--- src/rtl/fts_pkg.sv ---
// Shared types, constants and helper functions for the FAT timestamp converter.
package fts_pkg;

    // Number of register stages from the input to the output register.
    localparam int NSTAGE = 8;

    // Operation codes carried in the opcode field.
    localparam logic OP_DOS2UNIX = 1'b0;
    localparam logic OP_UNIX2DOS = 1'b1;

    // Calendar constants.
    localparam logic [16:0] SECS_PER_DAY    = 17'd86400;
    localparam logic [11:0] SECS_PER_HOUR   = 12'd3600;
    localparam logic [16:0] DAYS_EPOCH_D2U  = 17'd3653;
    localparam logic [14:0] DAYS_EPOCH_U2D  = 15'd3652;
    localparam logic [14:0] DAYS_PER_YEAR   = 15'd365;

    // Reciprocals for the constant divisions.
    // 86400 = 128 * 675: the shifted value divides by 675 as (v * K) >> 35.
    localparam logic [25:0] RECIP_675  = 26'd50903317;
    localparam int          SHIFT_675  = 35;
    localparam logic [17:0] RECIP_3600 = 18'd149131;
    localparam int          SHIFT_3600 = 29;
    localparam logic [14:0] RECIP_365  = 15'd22983;
    localparam int          SHIFT_365  = 23;
    localparam logic [12:0] RECIP_60   = 13'd4370;
    localparam int          SHIFT_60   = 18;

    typedef struct packed {
        logic               opcode;
        logic [15:0]        dos_time_in;
        logic [15:0]        dos_date_in;
        logic signed [31:0] unix_seconds_in;
    } in_t;

    typedef struct packed {
        logic signed [31:0] unix_seconds_out;
        logic [15:0]        dos_time_out;
        logic [15:0]        dos_date_out;
    } out_t;

    // Pipeline control shared by the datapath modules.
    typedef struct packed {
        logic [NSTAGE:1] en;
        logic            op_last;
    } fts_ctrl_t;

    // Day of year at which each month starts; unused codes read as zero.
    function automatic logic [8:0] month_start(input logic [3:0] idx);
        logic [8:0] v;
        unique case (idx)
            4'd0:    v = 9'd0;
            4'd1:    v = 9'd31;
            4'd2:    v = 9'd59;
            4'd3:    v = 9'd90;
            4'd4:    v = 9'd120;
            4'd5:    v = 9'd151;
            4'd6:    v = 9'd181;
            4'd7:    v = 9'd212;
            4'd8:    v = 9'd243;
            4'd9:    v = 9'd273;
            4'd10:   v = 9'd304;
            4'd11:   v = 9'd334;
            default: v = 9'd0;
        endcase
        return v;
    endfunction

    // Timezone offset in seconds.
    function automatic logic signed [16:0] tz_to_secs(input logic signed [4:0] tz);
        logic signed [16:0] t;
        t = 17'(tz);
        return t * $signed({5'd0, SECS_PER_HOUR});
    endfunction

endpackage

--- src/rtl/fts_ctrl.sv ---
// Valid bits, stage enables and opcode tracking for the converter pipeline.
module fts_ctrl
    import fts_pkg::*;
(
    input  logic      clk,
    input  logic      rst_n,
    input  logic      in_valid,
    input  logic      in_opcode,
    output logic      in_stall,
    output logic      out_valid,
    input  logic      out_stall,
    output fts_ctrl_t ctrl
);

    logic [NSTAGE:1]   v_reg;
    logic [NSTAGE:1]   v_next;
    logic [NSTAGE-1:1] op_reg;
    logic [NSTAGE-1:1] op_next;
    logic [NSTAGE:1]   en;

    // A stage moves when it is empty or the stage after it moves.
    always_comb
    begin
        en[NSTAGE] = !v_reg[NSTAGE] || !out_stall;
        for (int k = NSTAGE - 1; k >= 1; k--)
        begin
            en[k] = !v_reg[k] || en[k + 1];
        end
    end

    always_comb
    begin
        v_next  = v_reg;
        op_next = op_reg;
        if (en[1])
        begin
            v_next[1]  = in_valid;
            op_next[1] = in_opcode;
        end
        for (int k = 2; k <= NSTAGE; k++)
        begin
            if (en[k])
            begin
                v_next[k] = v_reg[k - 1];
            end
        end
        for (int k = 2; k <= NSTAGE - 1; k++)
        begin
            if (en[k])
            begin
                op_next[k] = op_reg[k - 1];
            end
        end
    end

    always_ff @(posedge clk or negedge rst_n)
    begin
        if (!rst_n)
        begin
            v_reg  <= '0;
            op_reg <= '0;
        end
        else
        begin
            v_reg  <= v_next;
            op_reg <= op_next;
        end
    end

    assign in_stall     = !en[1];
    assign out_valid    = v_reg[NSTAGE];
    assign ctrl.en      = en;
    assign ctrl.op_last = op_reg[NSTAGE-1];

endmodule

--- src/rtl/fts_d2u.sv ---
// DOS time and date to Unix seconds datapath, stages one through seven.
module fts_d2u
    import fts_pkg::*;
(
    input  logic               clk,
    input  fts_ctrl_t          ctrl,
    input  logic [15:0]        dos_time,
    input  logic [15:0]        dos_date,
    input  logic signed [4:0]  tz,
    output logic [31:0]        unix_res
);

    logic [3:0]         mf;
    logic [6:0]         yr;
    logic [8:0]         mstart;
    logic               corr;

    logic [15:0]        days_reg, days_next;
    logic [16:0]        sec_reg, sec_next;
    logic signed [16:0] tzs_reg, tzs_next;
    logic [31:0]        prod_reg, prod_next;
    logic signed [18:0] sum_reg, sum_next;
    logic [31:0]        total_next;
    logic [31:0]        total_reg [3:NSTAGE-1];

    // Stage one: day count and time of day.
    always_comb
    begin
        mf        = dos_date[8:5];
        yr        = dos_date[15:9];
        mstart    = (mf == 4'd0) ? 9'd0 : month_start(mf - 4'd1);
        corr      = (yr[1:0] == 2'd0) && (mf <= 4'd2);
        days_next = 16'(17'(dos_date[4:0]) + 17'(mstart) + 17'(yr[6:2])
                        + 17'(yr) * 17'(DAYS_PER_YEAR) + DAYS_EPOCH_D2U
                        - 17'd1 - 17'(corr));
        sec_next  = 17'({dos_time[4:0], 1'b0}) + 17'(dos_time[10:5]) * 17'd60
                    + 17'(dos_time[15:11]) * 17'(SECS_PER_HOUR);
        tzs_next  = tz_to_secs(tz);
    end

    // Stage two: scale days to seconds, fold the timezone into the time of day.
    always_comb
    begin
        prod_next = 32'(33'(days_reg) * 33'(SECS_PER_DAY));
        sum_next  = $signed({2'b00, sec_reg}) + 19'(tzs_reg);
    end

    // Stage three: final sum, wrapped to 32 bits.
    assign total_next = prod_reg + $unsigned(32'(sum_reg));

    always_ff @(posedge clk)
    begin
        if (ctrl.en[1])
        begin
            days_reg <= days_next;
            sec_reg  <= sec_next;
            tzs_reg  <= tzs_next;
        end
        if (ctrl.en[2])
        begin
            prod_reg <= prod_next;
            sum_reg  <= sum_next;
        end
        if (ctrl.en[3])
        begin
            total_reg[3] <= total_next;
        end
        for (int k = 4; k <= NSTAGE - 1; k++)
        begin
            if (ctrl.en[k])
            begin
                total_reg[k] <= total_reg[k - 1];
            end
        end
    end

    assign unix_res = total_reg[NSTAGE-1];

endmodule

--- src/rtl/fts_u2d.sv ---
// Unix seconds to DOS time and date datapath, stages one through seven plus output logic.
module fts_u2d
    import fts_pkg::*;
(
    input  logic               clk,
    input  fts_ctrl_t          ctrl,
    input  logic signed [31:0] unix_in,
    input  logic signed [4:0]  tz,
    output logic [15:0]        dos_time_res,
    output logic [15:0]        dos_date_res
);

    function automatic logic [14:0] year_base(input logic [5:0] y);
        return 15'((7'(y) + 7'd3) >> 2) + 15'(y) * DAYS_PER_YEAR;
    endfunction

    // Stage registers.
    logic [31:0] x_reg, x_next;
    logic        neg2_reg, neg3_reg, neg4_reg, neg5_reg, neg6_reg, neg7_reg;
    logic [31:0] m2_reg, m2_next, m3_reg;
    logic [14:0] q_reg, q_next;
    logic [16:0] r4_reg, r4_next, r5_reg;
    logic [14:0] day4_reg, day4_next, day5_reg;
    logic [4:0]  c5_reg, c5_next, c6_reg, c7_reg;
    logic [5:0]  y0_reg, y0_next;
    logic [11:0] rem6_reg, rem6_next, rem7_reg;
    logic [5:0]  y6_reg, y6_next, y7_reg;
    logic [8:0]  drem_reg, drem_next;
    logic [5:0]  b7_reg, b7_next;
    logic [8:0]  nl7_reg, nl7_next;
    logic [3:0]  mon7_reg, mon7_next;

    // Intermediate products.
    logic [50:0] qp;
    logic [34:0] cp;
    logic [29:0] yp;
    logic [24:0] bp;
    logic [14:0] base0, base1;
    logic        year_back;
    logic        leap;
    logic [3:0]  cnt;
    logic [5:0]  a8;
    logic [15:0] tpart;

    // Stage one: apply the timezone.
    assign x_next = $unsigned(unix_in) - $unsigned(32'(tz_to_secs(tz)));

    // Stage two: magnitude and sign.
    assign m2_next = x_reg[31] ? (32'd0 - x_reg) : x_reg;

    // Stage three: whole days of the magnitude.
    always_comb
    begin
        qp     = 51'(m2_reg[31:7]) * 51'(RECIP_675);
        q_next = qp[SHIFT_675 +: 15];
    end

    // Stage four: seconds within the day, day index since 1980 with clamp.
    always_comb
    begin
        r4_next   = 17'(m3_reg - 32'(q_reg) * 32'(SECS_PER_DAY));
        day4_next = (neg3_reg || (q_reg < DAYS_EPOCH_U2D)) ? 15'd0
                                                           : q_reg - DAYS_EPOCH_U2D;
    end

    // Stage five: hour of day and year estimate.
    always_comb
    begin
        cp      = 35'(r4_reg) * 35'(RECIP_3600);
        c5_next = cp[SHIFT_3600 +: 5];
        yp      = 30'(day4_reg) * 30'(RECIP_365);
        y0_next = yp[SHIFT_365 +: 6];
    end

    // Stage six: seconds within the hour, year correction and day of year.
    always_comb
    begin
        rem6_next = 12'(r5_reg - 17'(c5_reg) * 17'(SECS_PER_HOUR));
        base0     = year_base(y0_reg);
        base1     = year_base(y0_reg - 6'd1);
        year_back = base0 > day5_reg;
        y6_next   = year_back ? y0_reg - 6'd1 : y0_reg;
        drem_next = 9'(day5_reg - (year_back ? base1 : base0));
    end

    // Stage seven: minutes and month lookup.
    always_comb
    begin
        bp      = 25'(rem6_reg) * 25'(RECIP_60);
        b7_next = bp[SHIFT_60 +: 6];
        leap    = (y6_reg[1:0] == 2'd0);
        if (leap && (drem_reg == 9'd59))
        begin
            nl7_next = 9'd59;
        end
        else
        begin
            nl7_next = (!leap || (drem_reg <= 9'd59)) ? drem_reg : drem_reg - 9'd1;
        end
        cnt = 4'd0;
        for (int i = 0; i < 12; i++)
        begin
            if (month_start(4'(i)) <= nl7_next)
            begin
                cnt = cnt + 4'd1;
            end
        end
        if (leap && (drem_reg == 9'd59))
        begin
            mon7_next = 4'd2;
        end
        else
        begin
            mon7_next = (cnt == 4'd0) ? 4'd1 : cnt;
        end
    end

    // Output stage logic: pack the time and date words.
    always_comb
    begin
        a8           = 6'(rem7_reg - 12'(b7_reg) * 12'd60);
        tpart        = 16'(a8[5:1]) + 16'(b7_reg) * 16'd32 + 16'(c7_reg) * 16'd2048;
        dos_time_res = neg7_reg ? (16'd0 - tpart) : tpart;
        dos_date_res = 16'(nl7_reg) - 16'(month_start(mon7_reg - 4'd1)) + 16'd1
                       + 16'(mon7_reg) * 16'd32 + 16'(y7_reg) * 16'd512;
    end

    always_ff @(posedge clk)
    begin
        if (ctrl.en[1])
        begin
            x_reg <= x_next;
        end
        if (ctrl.en[2])
        begin
            m2_reg   <= m2_next;
            neg2_reg <= x_reg[31];
        end
        if (ctrl.en[3])
        begin
            q_reg    <= q_next;
            m3_reg   <= m2_reg;
            neg3_reg <= neg2_reg;
        end
        if (ctrl.en[4])
        begin
            r4_reg   <= r4_next;
            day4_reg <= day4_next;
            neg4_reg <= neg3_reg;
        end
        if (ctrl.en[5])
        begin
            c5_reg   <= c5_next;
            y0_reg   <= y0_next;
            r5_reg   <= r4_reg;
            day5_reg <= day4_reg;
            neg5_reg <= neg4_reg;
        end
        if (ctrl.en[6])
        begin
            rem6_reg <= rem6_next;
            y6_reg   <= y6_next;
            drem_reg <= drem_next;
            c6_reg   <= c5_reg;
            neg6_reg <= neg5_reg;
        end
        if (ctrl.en[7])
        begin
            b7_reg   <= b7_next;
            nl7_reg  <= nl7_next;
            mon7_reg <= mon7_next;
            rem7_reg <= rem6_reg;
            y7_reg   <= y6_reg;
            c7_reg   <= c6_reg;
            neg7_reg <= neg6_reg;
        end
    end

endmodule

--- src/rtl/fat_timestamp_converter.sv ---
// Top level of the FAT timestamp converter: control, both datapaths and the output register.
//
// Usage:
// The input channel carries one conversion request per transaction: an opcode and the
// DOS time word, DOS date word and Unix seconds. Opcode zero turns the DOS words into
// signed Unix seconds; opcode one splits Unix seconds into DOS time and date words.
// The field that the opcode does not produce reads as zero in the result.
// A transaction is taken at a rising edge where in_valid is high and in_stall is low;
// the output channel hands over results the same way with out_valid and out_stall.
// The timezone offset in whole hours is written through cfg_write and cfg_data while
// the block is idle; it is applied to every later transaction.
// The pipeline has eight register stages, the last of which is the output register. With
// no stall the block takes and delivers one transaction per cycle.
// Stall from the receiver holds the output register and closes the pipeline from the
// back; stages that hold bubbles keep moving, so in_stall rises only when every stage
// is full. Nothing is dropped or repeated.
// Reset clears all valid bits and sets the timezone offset to zero.
module fat_timestamp_converter
    import fts_pkg::*;
(
    input  logic              clk,
    input  logic              rst_n,
    input  logic              in_valid,
    output logic              in_stall,
    input  in_t               in_data,
    output logic              out_valid,
    input  logic              out_stall,
    output out_t              out_data,
    input  logic              cfg_write,
    input  logic signed [4:0] cfg_data
);

    logic signed [4:0] tz_reg;
    fts_ctrl_t         ctrl_s;
    logic [31:0]       unix_res;
    logic [15:0]       dos_time_res;
    logic [15:0]       dos_date_res;
    out_t              out_reg;
    out_t              out_next;

    // Timezone configuration register.
    always_ff @(posedge clk or negedge rst_n)
    begin
        if (!rst_n)
        begin
            tz_reg <= '0;
        end
        else if (cfg_write)
        begin
            tz_reg <= cfg_data;
        end
    end

    // Valid bits and stage enables.
    fts_ctrl u_ctrl (
        .clk       (clk),
        .rst_n     (rst_n),
        .in_valid  (in_valid),
        .in_opcode (in_data.opcode),
        .in_stall  (in_stall),
        .out_valid (out_valid),
        .out_stall (out_stall),
        .ctrl      (ctrl_s)
    );

    // Both directions are computed for every transaction; the opcode picks one at the end.
    fts_d2u u_d2u (
        .clk      (clk),
        .ctrl     (ctrl_s),
        .dos_time (in_data.dos_time_in),
        .dos_date (in_data.dos_date_in),
        .tz       (tz_reg),
        .unix_res (unix_res)
    );

    fts_u2d u_u2d (
        .clk          (clk),
        .ctrl         (ctrl_s),
        .unix_in      (in_data.unix_seconds_in),
        .tz           (tz_reg),
        .dos_time_res (dos_time_res),
        .dos_date_res (dos_date_res)
    );

    // Output register selection: the unused direction reads as zero.
    always_comb
    begin
        if (ctrl_s.op_last == OP_UNIX2DOS)
        begin
            out_next.unix_seconds_out = '0;
            out_next.dos_time_out     = dos_time_res;
            out_next.dos_date_out     = dos_date_res;
        end
        else
        begin
            out_next.unix_seconds_out = $signed(unix_res);
            out_next.dos_time_out     = '0;
            out_next.dos_date_out     = '0;
        end
    end

    always_ff @(posedge clk)
    begin
        if (ctrl_s.en[NSTAGE])
        begin
            out_reg <= out_next;
        end
    end

    assign out_data = out_reg;

`ifndef SYNTHESIS
    // An empty output register means no stage can be blocked.
    a_no_stall_when_drained: assert property (@(posedge clk) disable iff (!rst_n)
        !out_valid |-> !in_stall)
        else $error("input stalled while the output register is empty");

    // A result carries either Unix seconds or DOS words, never both.
    a_one_direction: assert property (@(posedge clk) disable iff (!rst_n)
        out_valid |-> ((out_data.dos_time_out == 16'd0 && out_data.dos_date_out == 16'd0)
                       || out_data.unix_seconds_out == 32'sd0))
        else $error("result mixes both conversion directions");

    // A stalled pipeline with a full output stage takes no new transaction.
    a_stall_holds_input: assert property (@(posedge clk) disable iff (!rst_n)
        (out_valid && out_stall && ctrl_s.en == '0) |-> in_stall)
        else $error("transaction taken while the whole pipeline is blocked");
`endif

endmodule
--- config.mk ---
export PLATFORM = sky130hd
export DESIGN_NAME = fat_timestamp_converter
export DESIGN_NICKNAME = d
export VERILOG_FILES = /design/src/rtl/fts_pkg.sv /design/src/rtl/fts_ctrl.sv /design/src/rtl/fts_d2u.sv /design/src/rtl/fts_u2d.sv /design/src/rtl/fat_timestamp_converter.sv
export SDC_FILE = /design/constraint.sdc
export NUM_CORES = 2
export LEC_CHECK = 0
export CORE_MARGIN = 4
export CORE_UTILIZATION = 65
export DETAILED_ROUTE_END_ITERATION = 7
export DONT_BUFFER_PORTS = 1
export GPL_ROUTABILITY_DRIVEN = 0
export GPL_TIMING_DRIVEN = 0
export PLACE_DENSITY = 0.9
export SLEW_MARGIN = 10
export SYNTH_ARGS = -nofsm -noshare
export SYNTH_HDL_FRONTEND = slang
export SYNTH_HIERARCHICAL = 1
export SYNTH_SLANG_ARGS = --single-unit
--- constraint.sdc ---
create_clock -name clk -period 21.8 [get_ports clk]
set_input_delay 2.18 -clock clk [delete_from_list [all_inputs] [get_ports clk]]
set_output_delay 2.18 -clock clk [all_outputs]
set_load 0.1 [all_outputs]
---- Yosys cells after proc, flatten, opt, wreduce, memory -nomap -nowiden ----
Memories as Yosys holds them, arrays and structs flattened. A register that Yosys moved wholly into a read port is not among the register bits.
Index checks and enable logic that the tools add are counted.
W data, S select, Z words.
operators by class
  add/sub/neg operators ................... 43
  multiply operators ...................... 14
  magnitude comparators ................... 16
  eq/ne operators ......................... 1
  muxes and demuxes ....................... 30
  reduce and logical (&&, ||, !) cells .... 28
operators with widths
  cell                      count
  $mul A25 B26 Y50 const B  1
  $mux W4                   11
  $add A4 B1 Y4 const B     10
  $le A8 B9 Y1 const A      4
  $mux W9                   4
  $mul A17 B18 Y34 const B  1
  $add A16 B16 Y16          2
  $add A32 B32 Y32          1
  $sub A1 B32 Y32 const A   1
  $sub A32 B32 Y32          1
  $mux W31                  1
  $mul A15 B15 Y29 const B  1
  $le A9 B9 Y1 const A      3
  $mul A16 B10 Y25 const B  1
  $mul A12 B12 Y23 const B  1
  $add A18 B17 Y19          1
  $le A7 B9 Y1 const A      2
  $add A17 B17 Y17          1
  $sub A17 B17 Y17          1
  $add A16 B1 Y16 const B   1
  $add A16 B12 Y16 const B  1
  $add A16 B15 Y16          1
  $add A16 B5 Y16           1
  $add A16 B9 Y16           1
  other kinds (45)          79
word-level totals
  register bits ........................... 382
  RAM bits ................................ 160
  memory bits (read-only) ................. 288
  input port bits ......................... 75
  output and inout port bits .............. 66
  logic and storage cells ................. 186
  memories kept ........................... 3
memories
  memory           words  bits a word  rd ports  clocked after memory_dff  write ports  RTL line       text
  u_d2u.total_reg  5      32           5         1                         5            fts_d2u.sv:24  logic [31:0] total_reg [3:NSTAGE-1];
  (no name shown)  16     9            1         0                         0            fts_pkg.sv:51  unique case (idx)
  (no name shown)  16     9            1         0                         0            fts_pkg.sv:51

---- Longest topological paths before layout ----
  depth after elaboration ................. 31
  mapped depth ............................ 40
  gate-level depth less buffers ........... 39

---- Cells and area by module ----
Netlist, hierarchy kept.
modules (own cells, without submodules)
  module                   times used  cells an instance  area each (µm²)  seq. area each (µm²)
  fts_u2d                  1           3243               34800.9          7176.9
  fts_d2u                  1           1378               16733.5          7297.0
  fat_timestamp_converter  1           145                2567.5           2047.0
  fts_ctrl                 1           47                 594.3            375.4

---- Least setup slack after synthesis ----
OpenSTA, ideal clock, no wires.
  path type ............................... in2reg
  start point ............................. in in_data[38] in the netlist's numbering
  end point ............................... reg u_d2u.days_reg[15] (data pin)
  setup time .............................. 0.266 ns
  data arrival time ....................... 7.317 ns
  required time ........................... 21.534 ns
  slack ................................... 14.217 ns
  stages on the path ...................... 23
  buffers on the path ..................... 1
  cell sequence ........................... inv_1 ha_1 inv_1 ha_1 clkbuf_1 a221oi_1 a211oi_1 ha_1 fa_1 inv_1 fa_1 inv_1 fa_1 inv_1 fa_1 inv_1 ha_1 inv_1 o21a_1 o21ai_0 a31oi_1 o2111ai_1 or3b_1
between the ends
  longest elaborated chain between the ends .. 9
  elaborated cells between the ends (all ways) .. 12
  those cells by class .................... add/sub (7); order compare (1); mux (1); reduce/logical (2); memory (1)
ends and longest elaborated chain
  item                     RTL line                       text
  from (decl)              fat_timestamp_converter.sv:25  input in_t in_data,
  $sub A4 B1 Y4            fts_d2u.sv:31                  mstart = (mf == 4'd0) ? 9'd0 : month_start(mf - 4'd1);
  $mem_v2 Z16 W9           n/a
  $mux W9                  fts_d2u.sv:31
  $add A5 B9 Y10           fts_d2u.sv:33                  days_next = 16'(17'(dos_date[4:0]) + 17'(mstart) + 17'(yr[6:2])
  $add A16 B5 Y16          fts_d2u.sv:33
  $add A16 B16 Y16         fts_d2u.sv:34                  + 17'(yr) * 17'(DAYS_PER_YEAR) + DAYS_EPOCH_D2U
  $add A16 B12 Y16         fts_d2u.sv:34
  $sub A16 B1 Y16          fts_d2u.sv:35                  - 17'd1 - 17'(corr));
  $sub A16 B1 Y16 *        fts_d2u.sv:35
  net u_d2u.days_next[15]  fts_d2u.sv:18                  logic [15:0] days_reg, days_next;
  to (signal assigned)     fts_d2u.sv:55                  days_reg <= days_next;
  to (decl)                fts_d2u.sv:18
Mark *: on every way through the listed nets, which the timed path passes. The rest lies on a longest branch.
A chain may end at the register's enable or synchronous reset.

---- Final worst setup path ----
  start point ............................. reg u_u2d.y0_reg[0]
  end point ............................... reg u_u2d.drem_reg[8] (data pin)
between the ends
  longest elaborated chain between the ends .. 5
  elaborated cells between the ends (all ways) .. 10
  those cells by class .................... add/sub (6); mul (2); order compare (1); mux (1)
ends and longest elaborated chain
  item                                                    RTL line                      text
  from (decl)                                             fts_u2d.sv:25                 logic [5:0] y0_reg, y0_next;
  from (signal assigned)                                  fts_u2d.sv:154                y0_reg <= y0_next;
  $mul A6 B9 Y15, or another cell as far along            fts_u2d.sv:14                 return 15'((7'(y) + 7'd3) >> 2) + 15'(y) * DAYS_PER_YEAR;
  $add A5 B15 Y15, or another cell as far along           fts_u2d.sv:14
  $gt A15 B15 Y1 / $add A9 B9 Y9 (equally long branches)  fts_u2d.sv:81, fts_u2d.sv:14
  $mux W9 *                                               fts_u2d.sv:83                 drem_next = 9'(day5_reg - (year_back ? base1 : base0));
  $sub A9 B9 Y9 *                                         fts_u2d.sv:83
  net u_u2d.drem_next[8]                                  fts_u2d.sv:28                 logic [8:0] drem_reg, drem_next;
  to (signal assigned)                                    fts_u2d.sv:163                drem_reg <= drem_next;
  to (decl)                                               fts_u2d.sv:28
Marked as above.

==> metrics.md <==
| Metric | Value |
|---|---|
| Final Max Tran Viols | 0 |
| Synth Cell Area | 54700 um2 |
| Critical R2R Launch | u_u2d/y0_reg[0] |
| Critical Path Stages | 38 |
| Wire per inst | 18.7 um |
| Main synth FF type | edfxtp_1 |
| Endpoint class of the critical path | register |
| Share of cells above drive strength 1 | 4.72% |
| Post-synthesis net count | 6415 |
| Clk slew on worst S/H paths | 0.07 ns |
| DR DRC count | 0 |
| Max FFs per register | 155 |
| # diodes | 0 |
| Actual slew at the worst max-slew pin | 1.31 ns |
| Number of synthesized flops with an enable pin | 546 |
| Vias in the first global route | 38281 |
| Initial DRT Pass Iterations | 6 |
| Total CTS buffers | 59 |
| First-pass GRT wire length | 186 mm |
| Unrepaired setup endpoints after global routing | false |
| Max clock buf depth | 3 |
| Hold_buf cts | 0 |
| Total global routing overflow | 0 |
| Min Tclk post-route | 9.08 ns |
| Critical path class | register to register |
| Register bit total from synthesis | 566 |
| Worst Path Required | 22.18 ns |
| Setup-failing EPs final | 0 |
| Ys async rst share | 3.53% |
| IO Pins | 141 |
| ANT nets after route | 0 |
| Post_cts resized | 0 |
| Setup crit start | u_u2d/y0_reg[0] |
| Die height | 298 um |
| Port Buf Inserts | 0 |
| Mapped Cells | 4813 |
| CP max stage cell | a21oi_1 |
| Cell family with most CP delay | compound AO/OA/AOI/OAI gates |
| Drt initial violations | 1932 |
| Commonest cells after routing, fill and taps aside | ha_1, inv_1, edfxtp_1 |
| Min-delay src | u_u2d/y6_reg[2] |
| Antenna violations before repair | 1 |
| Drt via density | 5.80 |
| Drt total wl | 112 mm |
| Die area | 88900 um2 |
| Syn Area/Cell | 11.4 um2 |
| Startpoint class of the critical path | register |
| Critical path arrival | 9.46 ns |
| CTS tree | done |
| Clock Sinks | 566 |
| Final worst-path cycle share | 41.6% |
| Chip Width | 298 um |
| Vias | 34900 |
| Layout area overhead | 6.61% |
| Headroom to the max-slew limit | 12.3% |
| H-tree depth | 2 |
| Hold Crit Depth | 0 |
| Core Area | 83600 um2 |
| Num rows | 106 |
| Post-CTS Setup Inserts | 0 |
| # nets final | 6484 |
| CP bufs+invs | 6 |
| Sequential element share of the synthesized area | 30.9% |
| Clk root buf | clkbuf_16 |
| Fin Clk Skew | 0.0431 ns |
| Final Hold Fails | 0 |
| Setup tns final | 0 ns |
| Initial Utilization | 65.5% |
| Pin count of the biggest net entering global routing | 79 |
| Max-cap viol count | 0 |
| Crit Path Max Fanout | 10 |
| R2r worst-path depth | 38 |
| Worst hold path type | register to register |
| Max Fclk | 0.110 GHz |
| Yosys Warn Count | 6 |
| Max stage delay on crit path | 0.65 ns |
| Commonest non-fill, non-tap cell in the layout | ha_1 |
| Outcome | complete, no violations |
| Most common cell on crit path | a21oi_1 |
| Distinct cell type count after synthesis | 97 |
| Hpwl dp | 88.7 mm |
| Gr usage total | 25.7% |
| Clock Latency Late Sink | 0.64 ns |
==> worst reg2reg max path, delay by kind of cell (launching register included) <==
kind                       cells  cell delay [ns]
AOI/OAI and AO/OA             18             3.54
adders and majority gates      8             2.96
buffers and inverters          6             0.97
DFF                            1             0.57
and+or+nand+nor                3             0.43
xor gates and xnor gates       3             0.36
==> path summary, 6_finish.rpt <==
| kind | end | slack [ns] |
|---|---|---|
| max | u_u2d/drem_reg[8] | 12.72 |
| max in group asynchronous | u_ctrl/v_reg[8] | 20.49 |
| min reg2reg | u_u2d/y7_reg[2] | 0.38 |
| min in group asynchronous | u_ctrl/op_reg[1] | 1.22 |
| max reg2reg | u_u2d/drem_reg[8] | 12.72 |
| min | u_u2d/y7_reg[2] | 0.38 |
==> cells by family after synthesis <==
group | count (synthesis) | synth area share [%]
DFF | 566 | 30.9
muxes | 31 | 0.608
buffers and inverters | 1032 | 7.43
other | 3 | 0.0206
and+or+nand+nor | 650 | 6.19
adders and majority gates | 1527 | 41.1
xor gates and xnor gates | 364 | 6.00
AOI/OAI and AO/OA | 640 | 7.77
==> per-layer routing <==
metal / routed length (um) / vias to the layer above / track usage (%)
met4: 5270 / 2 / 11.0
met2: 58100 / 1060 / 47.5
met5: 13 / - / 0
met3: 5430 / 399 / 4.08
li1: - / 16392 / -
met1: 43300 / 17047 / 29.5
==> area by class of cell <==
class                   count  area (um2)
multi-input cells        3215       33800
fillers                  5319       25200
flip-flops and latches    566       16900
inverters                 972        3650
clock buffers              70        1530
well taps                1080        1350
clock inverters            42         529
plain buffers              60         414
repair buffers              8         151
==> metrics by stage <==
step	util, %	instance area [um2]	worst slack, ns	hold WS (ns)	cells
after floorplan	-	54700	14.22	0.400	4813
after global placement	67.1	56000	13.26	0.401	5893
after detailed placement	67.3	56300	12.89	0.405	5901
after CTS	69.8	58300	12.82	0.380	6013
after global routing	69.8	58300	12.15	0.396	6013
final	69.8	58300	12.72	0.382	6013
==> Yosys cell counts, types with 6 or more instances <==
cell type,n,share of area (%)
nor2_1,163,1.1
clkbuf_1,12,0.082
o21a_1,32,0.44
o22ai_1,7,0.080
or2_2,15,0.17
o41ai_1,9,0.14
nand3_1,41,0.38
a31o_2,8,0.13
nor3_1,41,0.38
fa_1,449,16
dfrtp_1,20,0.92
a21o_1,104,1.4
ha_1,1078,25
a21oi_1,177,1.6
o211ai_1,13,0.18
nand4_1,19,0.22
or3_1,18,0.21
o31ai_1,25,0.34
and3_1,17,0.19
nor2b_1,78,0.89
a31oi_1,14,0.16
xor2_1,92,1.5
nor4_1,8,0.092
nand2_1,125,0.86
mux2i_1,16,0.29
and2_1,42,0.48
mux2_2,14,0.29
inv_1,967,6.6
edfxtp_1,546,30
or4_1,8,0.11
a21boi_0,12,0.16
a211oi_1,15,0.21
a211o_1,9,0.14
o21bai_1,35,0.48
o21ai_1,7,0.064
a221oi_1,6,0.096
xnor2_1,265,4.2
o21ai_0,107,0.98
a22oi_1,7,0.096
nand2b_1,40,0.46
buf_4,39,0.54
Power is left out: the tool's default activity adds up to more than one toggle a clock period on the data nets, which glitch-free logic cannot reach.
